**src/rtl/core/ppe_pkg.sv**
```systemverilog
package ppe_pkg;

    // Default depth of the coefficient store.
    localparam int MAX_TERMS_DEF = 16;

    // Width of the time value that the wrap reduction iterates over.
    localparam int TIME_BITS = 31;

    // Q8.24 value of 1.0.
    localparam logic signed [31:0] ONE_Q24 = 32'sh0100_0000;

    // Configuration register indexes.
    localparam int CFG_IDX_W = 2;
    localparam logic [CFG_IDX_W-1:0] REG_TERM_COUNT  = 2'd0;
    localparam logic [CFG_IDX_W-1:0] REG_WRAP_PERIOD = 2'd1;

    // Input item opcodes.
    localparam logic OP_WRITE = 1'b0;
    localparam logic OP_EVAL  = 1'b1;

    // Input transaction payload.
    typedef struct packed {
        logic               opcode;
        logic [3:0]         coef_index;
        logic signed [31:0] coef_value;
        logic signed [31:0] time_value;
    } in_item_t;

    // Output transaction payload.
    typedef struct packed {
        logic signed [31:0] poly_value;
        logic               saturated;
    } out_item_t;

    // Sequencer states.
    typedef enum logic [2:0] {
        ST_IDLE,
        ST_DIV,
        ST_MUL,
        ST_ACC,
        ST_POW,
        ST_DONE
    } ppe_state_t;

endpackage

```
**src/rtl/core/periodic_polynomial_evaluator.sv**
```systemverilog
// An evaluate transaction first reduces the time by the wrap period in a
// bit-serial remainder loop when the time is wrapped, then works through the
// terms on the single shared 32x32 multiplier. A new transaction is taken
// once the result is loaded.
// Reset clears the sequencer, sets term_count to 1 and wrap_period to 0, and
// clears the coefficient valid bits so that every coefficient reads as zero.
module periodic_polynomial_evaluator #(
    parameter int MAX_TERMS = ppe_pkg::MAX_TERMS_DEF
) (
    input  logic                           clk,
    input  logic                           rst_n,
    input  logic                           in_valid,
    output logic                           in_ready,
    input  ppe_pkg::in_item_t              in_data,
    output logic                           out_valid,
    input  logic                           out_ready,
    output ppe_pkg::out_item_t             out_data,
    input  logic                           cfg_valid,
    output logic                           cfg_ready,
    input  logic [ppe_pkg::CFG_IDX_W-1:0]  cfg_index,
    input  logic [31:0]                    cfg_data
);

    import ppe_pkg::*;

    localparam int IDX_W = (MAX_TERMS > 1) ? $clog2(MAX_TERMS) : 1;
    localparam int CNT_W = $clog2(TIME_BITS);
    localparam logic signed [41:0] SAT_MAX = 42'sd2147483647;
    localparam logic signed [41:0] SAT_MIN = -42'sd2147483648;

    // Sequencer and control registers.
    ppe_state_t         state_reg;
    ppe_state_t         state_next;
    logic [4:0]         term_count_reg;
    logic [30:0]        wrap_reg;
    logic [IDX_W-1:0]   k_reg;
    logic [IDX_W-1:0]   last_reg;
    logic [CNT_W-1:0]   cnt_reg;
    logic               flag_reg;
    logic               out_valid_reg;
    out_item_t          out_data_reg;
    logic [MAX_TERMS-1:0] vld_reg;

    // Datapath registers.
    logic signed [31:0] x_reg;
    logic signed [31:0] pw_reg;
    logic signed [31:0] sum_reg;
    logic signed [63:0] prod_reg;
    logic [30:0]        rem_reg;
    logic [30:0]        dvd_reg;
    logic signed [31:0] coef_rd_reg;
    logic               vld_rd_reg;

    // Coefficient memory.
    logic signed [31:0] coef_mem [MAX_TERMS];

    // Combinational signals.
    logic               in_fire;
    logic               cfg_fire;
    logic               load_out;
    logic               eval_start;
    logic               need_wrap;
    logic               wr_en;
    logic [IDX_W-1:0]   wr_addr;
    logic [IDX_W-1:0]   rd_addr;
    logic [4:0]         n_eff;
    logic [31:0]        rem_shift;
    logic               rem_ge;
    logic [30:0]        rem_next;
    logic signed [31:0] coef_cur;
    logic signed [31:0] mul_a;
    logic signed [31:0] mul_b;
    logic signed [41:0] rnd_wide;
    logic signed [40:0] rnd_val;
    logic signed [41:0] acc_wide;
    logic signed [41:0] pow_wide;
    logic               acc_sat;
    logic               pow_sat;
    logic signed [31:0] acc_val;
    logic signed [31:0] pow_val;

    // Handshakes.
    assign in_fire    = in_valid && in_ready;
    assign cfg_fire   = cfg_valid && cfg_ready;
    assign cfg_ready  = 1'b1;
    assign out_valid  = out_valid_reg;
    assign out_data   = out_data_reg;
    assign eval_start = in_fire && (in_data.opcode == OP_EVAL);

    // The time is reduced only when a period is set and the time is non-negative and reaches it.
    assign need_wrap = (wrap_reg != 31'd0) && !in_data.time_value[31]
                       && (in_data.time_value[30:0] >= wrap_reg);

    // Effective number of terms: zero counts as one, and the count is clamped to the store depth.
    always_comb
    begin
        if (term_count_reg == 5'd0)
        begin
            n_eff = 5'd1;
        end
        else if (32'(term_count_reg) > MAX_TERMS)
        begin
            n_eff = 5'(MAX_TERMS);
        end
        else
        begin
            n_eff = term_count_reg;
        end
    end

    // One restoring remainder step per cycle.
    assign rem_shift = {rem_reg, dvd_reg[30]};
    assign rem_ge    = rem_shift >= {1'b0, wrap_reg};
    assign rem_next  = rem_ge ? 31'(rem_shift - {1'b0, wrap_reg}) : rem_shift[30:0];

    // Coefficient write and read addressing. While idle the read port points at
    // the constant term, so that it is ready for the first multiply.
    assign wr_en   = in_fire && (in_data.opcode == OP_WRITE)
                     && (32'(in_data.coef_index) < MAX_TERMS);
    assign wr_addr = IDX_W'(in_data.coef_index);
    assign rd_addr = (state_reg == ST_IDLE) ? '0 :
                     (state_reg == ST_POW) ? IDX_W'(k_reg + IDX_W'(1)) : k_reg;
    assign coef_cur = vld_rd_reg ? coef_rd_reg : 32'sd0;

    // Shared multiplier operand selection.
    assign mul_a = (state_reg == ST_MUL) ? coef_cur : pw_reg;
    assign mul_b = (state_reg == ST_MUL) ? pw_reg : x_reg;

    // Round half up: floor((p + 2^23) / 2^24).
    assign rnd_wide = {prod_reg[63], prod_reg[63:23]} + 42'sd1;
    assign rnd_val  = rnd_wide[41:1];

    // Saturating accumulate and saturating power update.
    assign acc_wide = {{10{sum_reg[31]}}, sum_reg} + {rnd_val[40], rnd_val};
    assign pow_wide = {rnd_val[40], rnd_val};
    assign acc_sat  = (acc_wide > SAT_MAX) || (acc_wide < SAT_MIN);
    assign pow_sat  = (pow_wide > SAT_MAX) || (pow_wide < SAT_MIN);
    assign acc_val  = (acc_wide > SAT_MAX) ? 32'sh7FFF_FFFF :
                      (acc_wide < SAT_MIN) ? 32'sh8000_0000 : acc_wide[31:0];
    assign pow_val  = (pow_wide > SAT_MAX) ? 32'sh7FFF_FFFF :
                      (pow_wide < SAT_MIN) ? 32'sh8000_0000 : pow_wide[31:0];

    // Next-state logic.
    always_comb
    begin
        state_next = state_reg;
        unique case (state_reg)
            ST_IDLE:
            begin
                if (eval_start)
                begin
                    state_next = need_wrap ? ST_DIV : ST_MUL;
                end
            end
            ST_DIV:
            begin
                if (cnt_reg == CNT_W'(0))
                begin
                    state_next = ST_MUL;
                end
            end
            ST_MUL:
            begin
                state_next = ST_ACC;
            end
            ST_ACC:
            begin
                state_next = (k_reg == last_reg) ? ST_DONE : ST_POW;
            end
            ST_POW:
            begin
                state_next = ST_MUL;
            end
            ST_DONE:
            begin
                if (load_out)
                begin
                    state_next = ST_IDLE;
                end
            end
            default:
            begin
                state_next = ST_IDLE;
            end
        endcase
    end

    // Sequencer outputs.
    always_comb
    begin
        in_ready = (state_reg == ST_IDLE);
        load_out = (state_reg == ST_DONE) && (!out_valid_reg || out_ready);
    end

    // Control registers.
    always_ff @(posedge clk or negedge rst_n)
    begin
        if (!rst_n)
        begin
            state_reg      <= ST_IDLE;
            term_count_reg <= 5'd1;
            wrap_reg       <= 31'd0;
            k_reg          <= '0;
            last_reg       <= '0;
            cnt_reg        <= '0;
            flag_reg       <= 1'b0;
            out_valid_reg  <= 1'b0;
            vld_reg        <= '0;
        end
        else
        begin
            state_reg <= state_next;

            if (cfg_fire)
            begin
                unique case (cfg_index)
                    REG_TERM_COUNT:  term_count_reg <= cfg_data[4:0];
                    REG_WRAP_PERIOD: wrap_reg       <= cfg_data[30:0];
                    default:
                    begin
                    end
                endcase
            end

            if (wr_en)
            begin
                vld_reg[wr_addr] <= 1'b1;
            end

            if (eval_start)
            begin
                k_reg    <= '0;
                last_reg <= IDX_W'(n_eff - 5'd1);
                cnt_reg  <= CNT_W'(TIME_BITS - 1);
                flag_reg <= 1'b0;
            end
            if (state_reg == ST_DIV)
            begin
                cnt_reg <= cnt_reg - CNT_W'(1);
            end
            if (state_reg == ST_POW)
            begin
                k_reg <= IDX_W'(k_reg + IDX_W'(1));
            end
            if ((state_reg == ST_ACC && acc_sat) || (state_reg == ST_POW && pow_sat))
            begin
                flag_reg <= 1'b1;
            end

            if (load_out)
            begin
                out_valid_reg <= 1'b1;
            end
            else if (out_ready)
            begin
                out_valid_reg <= 1'b0;
            end
        end
    end

    // Datapath registers.
    always_ff @(posedge clk)
    begin
        if (eval_start)
        begin
            x_reg   <= in_data.time_value;
            dvd_reg <= in_data.time_value[30:0];
            rem_reg <= 31'd0;
            pw_reg  <= ONE_Q24;
            sum_reg <= 32'sd0;
        end
        if (state_reg == ST_DIV)
        begin
            rem_reg <= rem_next;
            dvd_reg <= {dvd_reg[29:0], 1'b0};
            if (cnt_reg == CNT_W'(0))
            begin
                x_reg <= $signed({1'b0, rem_next});
            end
        end
        if (state_reg == ST_MUL || state_reg == ST_ACC)
        begin
            prod_reg <= mul_a * mul_b;
        end
        if (state_reg == ST_ACC)
        begin
            sum_reg <= acc_val;
        end
        if (state_reg == ST_POW)
        begin
            pw_reg <= pow_val;
        end
        if (load_out)
        begin
            out_data_reg.poly_value <= sum_reg;
            out_data_reg.saturated  <= flag_reg;
        end
    end

    // Coefficient memory: one write port, one registered read port.
    always_ff @(posedge clk)
    begin
        if (wr_en)
        begin
            coef_mem[wr_addr] <= in_data.coef_value;
        end
        coef_rd_reg <= coef_mem[rd_addr];
        vld_rd_reg  <= vld_reg[rd_addr];
    end

`ifndef SYNTHESIS
    // A result only appears after the sequencer has finished an evaluation.
    a_out_from_done: assert property (@(posedge clk) disable iff (!rst_n)
        $rose(out_valid) |-> $past(state_reg == ST_DONE))
        else $error("result presented without a finished evaluation");

    // The term counter never passes the last term in use.
    a_k_bound: assert property (@(posedge clk) disable iff (!rst_n)
        (state_reg != ST_IDLE) |-> (k_reg <= last_reg))
        else $error("term counter beyond last term");

    // The partial remainder stays below the wrap period.
    a_rem_bound: assert property (@(posedge clk) disable iff (!rst_n)
        (state_reg == ST_DIV) |-> (rem_reg < wrap_reg))
        else $error("partial remainder not below period");

    // A coefficient write transaction leaves the sequencer idle.
    a_write_idle: assert property (@(posedge clk) disable iff (!rst_n)
        (in_fire && in_data.opcode == OP_WRITE) |=> (state_reg == ST_IDLE))
        else $error("coefficient write started an evaluation");
`endif

endmodule
```
**config.mk**
```make
export PLATFORM = sky130hd
export DESIGN_NAME = periodic_polynomial_evaluator
export DESIGN_NICKNAME = d
export VERILOG_FILES = /design/src/rtl/core/ppe_pkg.sv /design/src/rtl/core/periodic_polynomial_evaluator.sv
export SDC_FILE = /design/constraint.sdc
export NUM_CORES = 2
export LEC_CHECK = 0
export BUFFER_PORTS_ARGS = -buffer_cell sky130_fd_sc_hd__buf_2
export CAP_MARGIN = 30
export CORE_MARGIN = 3
export CORE_UTILIZATION = 40
export DETAILED_ROUTE_END_ITERATION = 10
export PLACE_DENSITY = 0.57
export SLEW_MARGIN = 20
export SYNTH_ARGS = -nofsm -noshare
export SYNTH_HDL_FRONTEND = slang
export SYNTH_SLANG_ARGS = --single-unit
```
**constraint.sdc**
```tcl
create_clock -name clk -period 13.3 [get_ports clk]
set_input_delay 0.665 -clock clk [delete_from_list [all_inputs] [get_ports clk]]
set_output_delay 0.665 -clock clk [all_outputs]
set_load 0.005 [all_outputs]
```
[Word level (Yosys, flattened, before mapping)]
Memory sizes are Yosys's and may differ from the RTL's. A register that Yosys moved wholly into a read port is not among the register bits.
Cells that the tools add are included.
Storage, ports and cells
  memories kept: 1
  bits of input ports: 108
  RAM bits: 512
  output and inout port bits: 36
  register bits: 326
  word-level logic and storage cells: 121
Cells by class
  multiply operators: 1
  mux-type cells: 43
  bitwise logic cells: 2
  equal/unequal tests: 10
  magnitude comparators: 10
  reduce and logical (&&, ||, !) cells: 29
  $add $sub $neg: 6
Memories
  coef_mem: words 16, bits a word 32, rd ports 1, clocked after Yosys merged registers in 1, wr ports 1, line periodic_polynomial_evaluator.sv:55  | logic signed [31:0] coef_mem [MAX_TERMS];
Operator list (number)
  $mux W32: 14
  $mux W31: 5
  $mul A32 B32 Y64: 1
  $add A32 B41 Y42: 1
  $add A41 B2 Y42 const B: 1
  $gt A42 B32 Y1 const B: 1
  $lt A42 B32 Y1 const B: 1
  $gt A41 B32 Y1 const B: 1
  $lt A41 B32 Y1 const B: 1
  $ge A32 B31 Y1: 1
  $ge A31 B31 Y1: 1
  $reduce_bool A31 Y1: 1
  $sub A31 B31 Y31: 1
  $mux W4: 6
  $pmux W3 S6: 1
  $or A16 B16 Y16: 1
  $logic_not A5 Y1: 2
  $lt A4 B5 Y1 const B: 2
  $mux W5: 2
  $reduce_bool A2 Y1: 5
  $logic_and A1 B1 Y1: 9
  $mux W1: 9
  $mux W3: 3
  $eq A3 B2 Y1 const B: 2
  other kinds (21): 29

[Depth between registers and ports, before layout]
  word-level depth: 7
  gate-level depth with buffers: 37
  gate-level depth less buffers: 32

[Worst setup path after synthesis]
No wires, ideal clock.
  path type: reg-to-reg
  start: register state_reg[1]
  end: register prod_reg[63], data pin
  data required time: 13040 ps
  library setup time: 260 ps
  arrival time: 10402 ps
  clock period less this slack: 10662 ps
  slack: 2638 ps
  stages on the path, launching flop included: 34
  buffers on the path: 5
  path through: dfrtp_1 > nor2b_1 > nand2b_1 > clkbuf_1 > clkbuf_1 > nand2_1 > and2_1 > clkbuf_1 > clkbuf_1 > nor2_1 > fa_1 > fa_1 > inv_1 > fa_1 > fa_1 > inv_1 > fa_1 > inv_1 > fa_1 > fa_1 > fa_1 > inv_1 > ha_1 > clkbuf_1 > a21oi_1 > a21boi_0 > a2111oi_0 > nand4_1 > o21ai_1 > o21ai_1 > a41oi_1 > o211ai_1 > a31oi_1 > xnor2_1
On the way
  word-level cells in the longest chain between the ends: 3
  elaborated cells on any way between the ends: 4
  classes of those cells: 1 x mul; 1 x eq/ne; 2 x mux
Ends and longest elaborated chain
  from (decl): line periodic_polynomial_evaluator.sv:32  | ppe_state_t state_reg;
  from (signal assigned): line periodic_polynomial_evaluator.sv:212  | state_reg <= state_next;
  $eq A3 B2 Y1 *: line periodic_polynomial_evaluator.sv:126, periodic_polynomial_evaluator.sv:127
  $mux W32, on equally long branches: line periodic_polynomial_evaluator.sv:126, periodic_polynomial_evaluator.sv:127
  $mul A32 B32 Y64 *: line periodic_polynomial_evaluator.sv:283  | prod_reg <= mul_a * mul_b;
  to (signal assigned): line periodic_polynomial_evaluator.sv:283
  to (decl): line periodic_polynomial_evaluator.sv:48  | logic signed [63:0] prod_reg;
Every way passes the cells marked *; elsewhere a longest branch is shown, timed or not.
A chain may end at the register's enable or synchronous reset.

[Final worst setup path]
  start: register state_reg[2]
  end: register prod_reg[63], data pin
Same word-level chain as after synthesis.

==> reports/qor.txt <==
DR WL/cell: 24.88 um
Critical path's largest stage delay: 0.71 ns
Post-Place Cells: 9539
Clock insertion delay at the later pin of the skew report: 0.73 ns
Tot GR Track Use: 25.56%
Final wirelength: 241800 um
Filler cells: 17270
Via count: 53110
Status: completed
Tcrit/Tclk final: 83.62%
Io pins: 144
Top layer in use: met5
Final setup viols: 0
Non-filler instance count after layout: 9720
Measured slew at the worst slew-check pin: 1.100 ns
Top FF cell, synth: edfxtp_1
Vias in the first global route: 54890
Area of the multi-input gates: 0.04439 mm2
Mapped cell area: 0.07389 mm2
Data required time of the worst path: 13.75 ns
Root Driver: clkbuf_16
GPL Wtd Cong: 0.9846
Yosys cell types: 91
Synth top area share: 29.34%
Row count: 157
Syn Area/Cell: 10.35 um2
EDFF count, synth: 711
Setup TNS: 0 ns
Flop and latch count out of synthesis: 847
Setup Skew: 0.04615 ns
Worst Setup Start Kind: register
GRT overflow: 0
M1 WL: 98720 um
CP max stage cell: nand2_1
Register area share after synthesis: 33.06%
Layout cell share with drive strength beyond 1: 8.497%
Max-Cap Viols: 0
CTS tree: done
Largest net degree at the start of global routing: 196
Initial core utilization: 40.32%
Synth area leader: fa_1
Iteration count of the initial detailed-routing pass: 9
Routed Antenna Nets: 0
FMAX: 89.91 MHz
Post-layout min period: 11.12 ns
Via-per-instance ratio: 5.464
Core area: 0.1833 mm2
CP max FO: 65
Final #Nets: 8658
Asr flop ratio synth: 8.264%
CTS H-Tree Depth: 3
WHS: 0.1674 ns
CP Class: reg2reg
Slew Viols, Final: 0
Met3 wire length: 22170 um
Die H: 435.8 um
Initial antenna violation count: 13
Worst hold path class: in2reg
Largest cells by area after synthesis: fa_1, edfxtp_1, nand2_1, inv_1, ha_1
Mapped Cells: 7137
Die width: 435.8 um
Die area: 0.1899 mm2
Clock-pin slew on the worst setup and hold paths: 0.06 ns
Worst Setup End Kind: register
Most common cell in the netlist: nand2_1
Max reg flops: 512
Port buffer count: 141
Most used cell, CP: fa_1
Iteration-0 DRC count of the detailed router: 4814
HPWL Detailed: 175900 um
Area grow syn2layout: 9.930%
Routed wire length on met2: 107600 um
Synth warnings: 0
First-pass GRT wire length: 361300 um
Final Hold Violating Endpoints: 0
Slew margin rel.: 26.65%
Clock sinks: 847
DRC: 0
Clk buf depth: 3
Top cells by count, synth: nand2_1, fa_1, inv_1, edfxtp_1, nor2_1
Seq. cell area: 0.02442 mm2
Num CTS Buffers: 92
Arrival time worst endpoint: 11.57 ns
Syn_nets: 8617
RSZ-0062 raised after global routing: no
==> metal layers <==
layer  GRT usage [%]  vias up
li1                -    23280
met4           11.44       14
met1           34.05    27030
met2           39.49     2263
met3           6.398      520
met5          0.1260        -
==> cell families (layout without fill, tap and decap cells) <==
logic type / count (synthesis) / count (layout) / share of synthesized area, %
other: 1 / 7 / 0.005075
muxes: 86 / 86 / 1.233
xor gates and xnor gates: 154 / 154 / 1.825
adders and majority gates: 1372 / 1372 / 34.24
and+or+nand+nor: 2300 / 2300 / 13.33
AOI/OAI and AO/OA: 956 / 956 / 9.037
buffers and inverters: 1421 / 1534 / 7.280
DFF: 847 / 847 / 33.06
==> worst max-delay path, delay by kind of cell (launching register included) <==
family                     cells  cell delay (ns)
xor gates and xnor gates       1             0.09
and+or+nand+nor                6             1.24
AOI/OAI and AO/OA              8             2.64
DFF                            1             0.70
adders and majority gates      9             4.62
buffers and inverters          8             1.48
==> stage by stage <==
stage / cell area [um2] / utilization [%] / setup slack [ns]
2_1_floorplan: 73890 / - / 2.638
3_3_place_gp: 77750 / 42.42 / 2.056
3_5_place_dp: 77960 / 42.54 / 2.433
4_1_cts: 81060 / 44.23 / 2.391
5_1_grt: 81210 / 44.31 / 1.764
6_report: 81230 / 44.32 / 2.178
==> repair_timing <==
item,CTS,global route
hold buffers,0,1
setup buffers,0,0
gates resized for setup,0,0
hold endpoints to repair,0,14
==> cells in the final DEF, fill, tap and decap left out, types with 83 or more instances in the layout <==
master	synthesis	routed
o21ai_0	110	110
ha_1	289	289
a211oi_1	192	192
nand3_1	90	89
xnor2_1	95	95
clkbuf_16	0	95
fa_1	1083	1083
buf_2	12	140
edfxtp_1	711	711
a31oi_1	83	83
nor2_1	639	628
and2_1	178	180
inv_1	1051	1051
a21oi_1	205	202
buf_4	6	154
nand2_1	1153	1147
==> path summary, 6_finish.rpt <==
kind	from	to	slack, ns	depth (start not counted)
worst max-delay path	state_reg[2]$_DFFE_PN0P_	prod_reg[63]$_DFFE_PP_	2.18	32
worst min-delay path	cfg_data[21]	wrap_reg[21]$_DFFE_PN0P_	0.17	2
worst max register to register	state_reg[2]$_DFFE_PN0P_	prod_reg[63]$_DFFE_PP_	2.18	32
worst min register to register	vld_reg[4]$_DFFE_PN0P_	vld_reg[4]$_DFFE_PN0P_	0.47	1
max in group asynchronous	rst_n	term_count_reg[0]$_DFFE_PN1P_	12.29	3
min in group asynchronous	rst_n	wrap_reg[24]$_DFFE_PN0P_	0.39	2
==> layout make-up <==
cell class	instances	share of cell area (%)
antenna	6	0.01848
clock buffer	112	3.067
clock inverter	54	0.7502
inverter	1052	4.861
multi-input combinational	4869	54.65
sequential	847	30.07
tap	2464	3.796
timing repair buffer	316	2.791
Power is not shown: default switching activity piles up to over one toggle a cycle in this logic, so the estimate is an artifact.
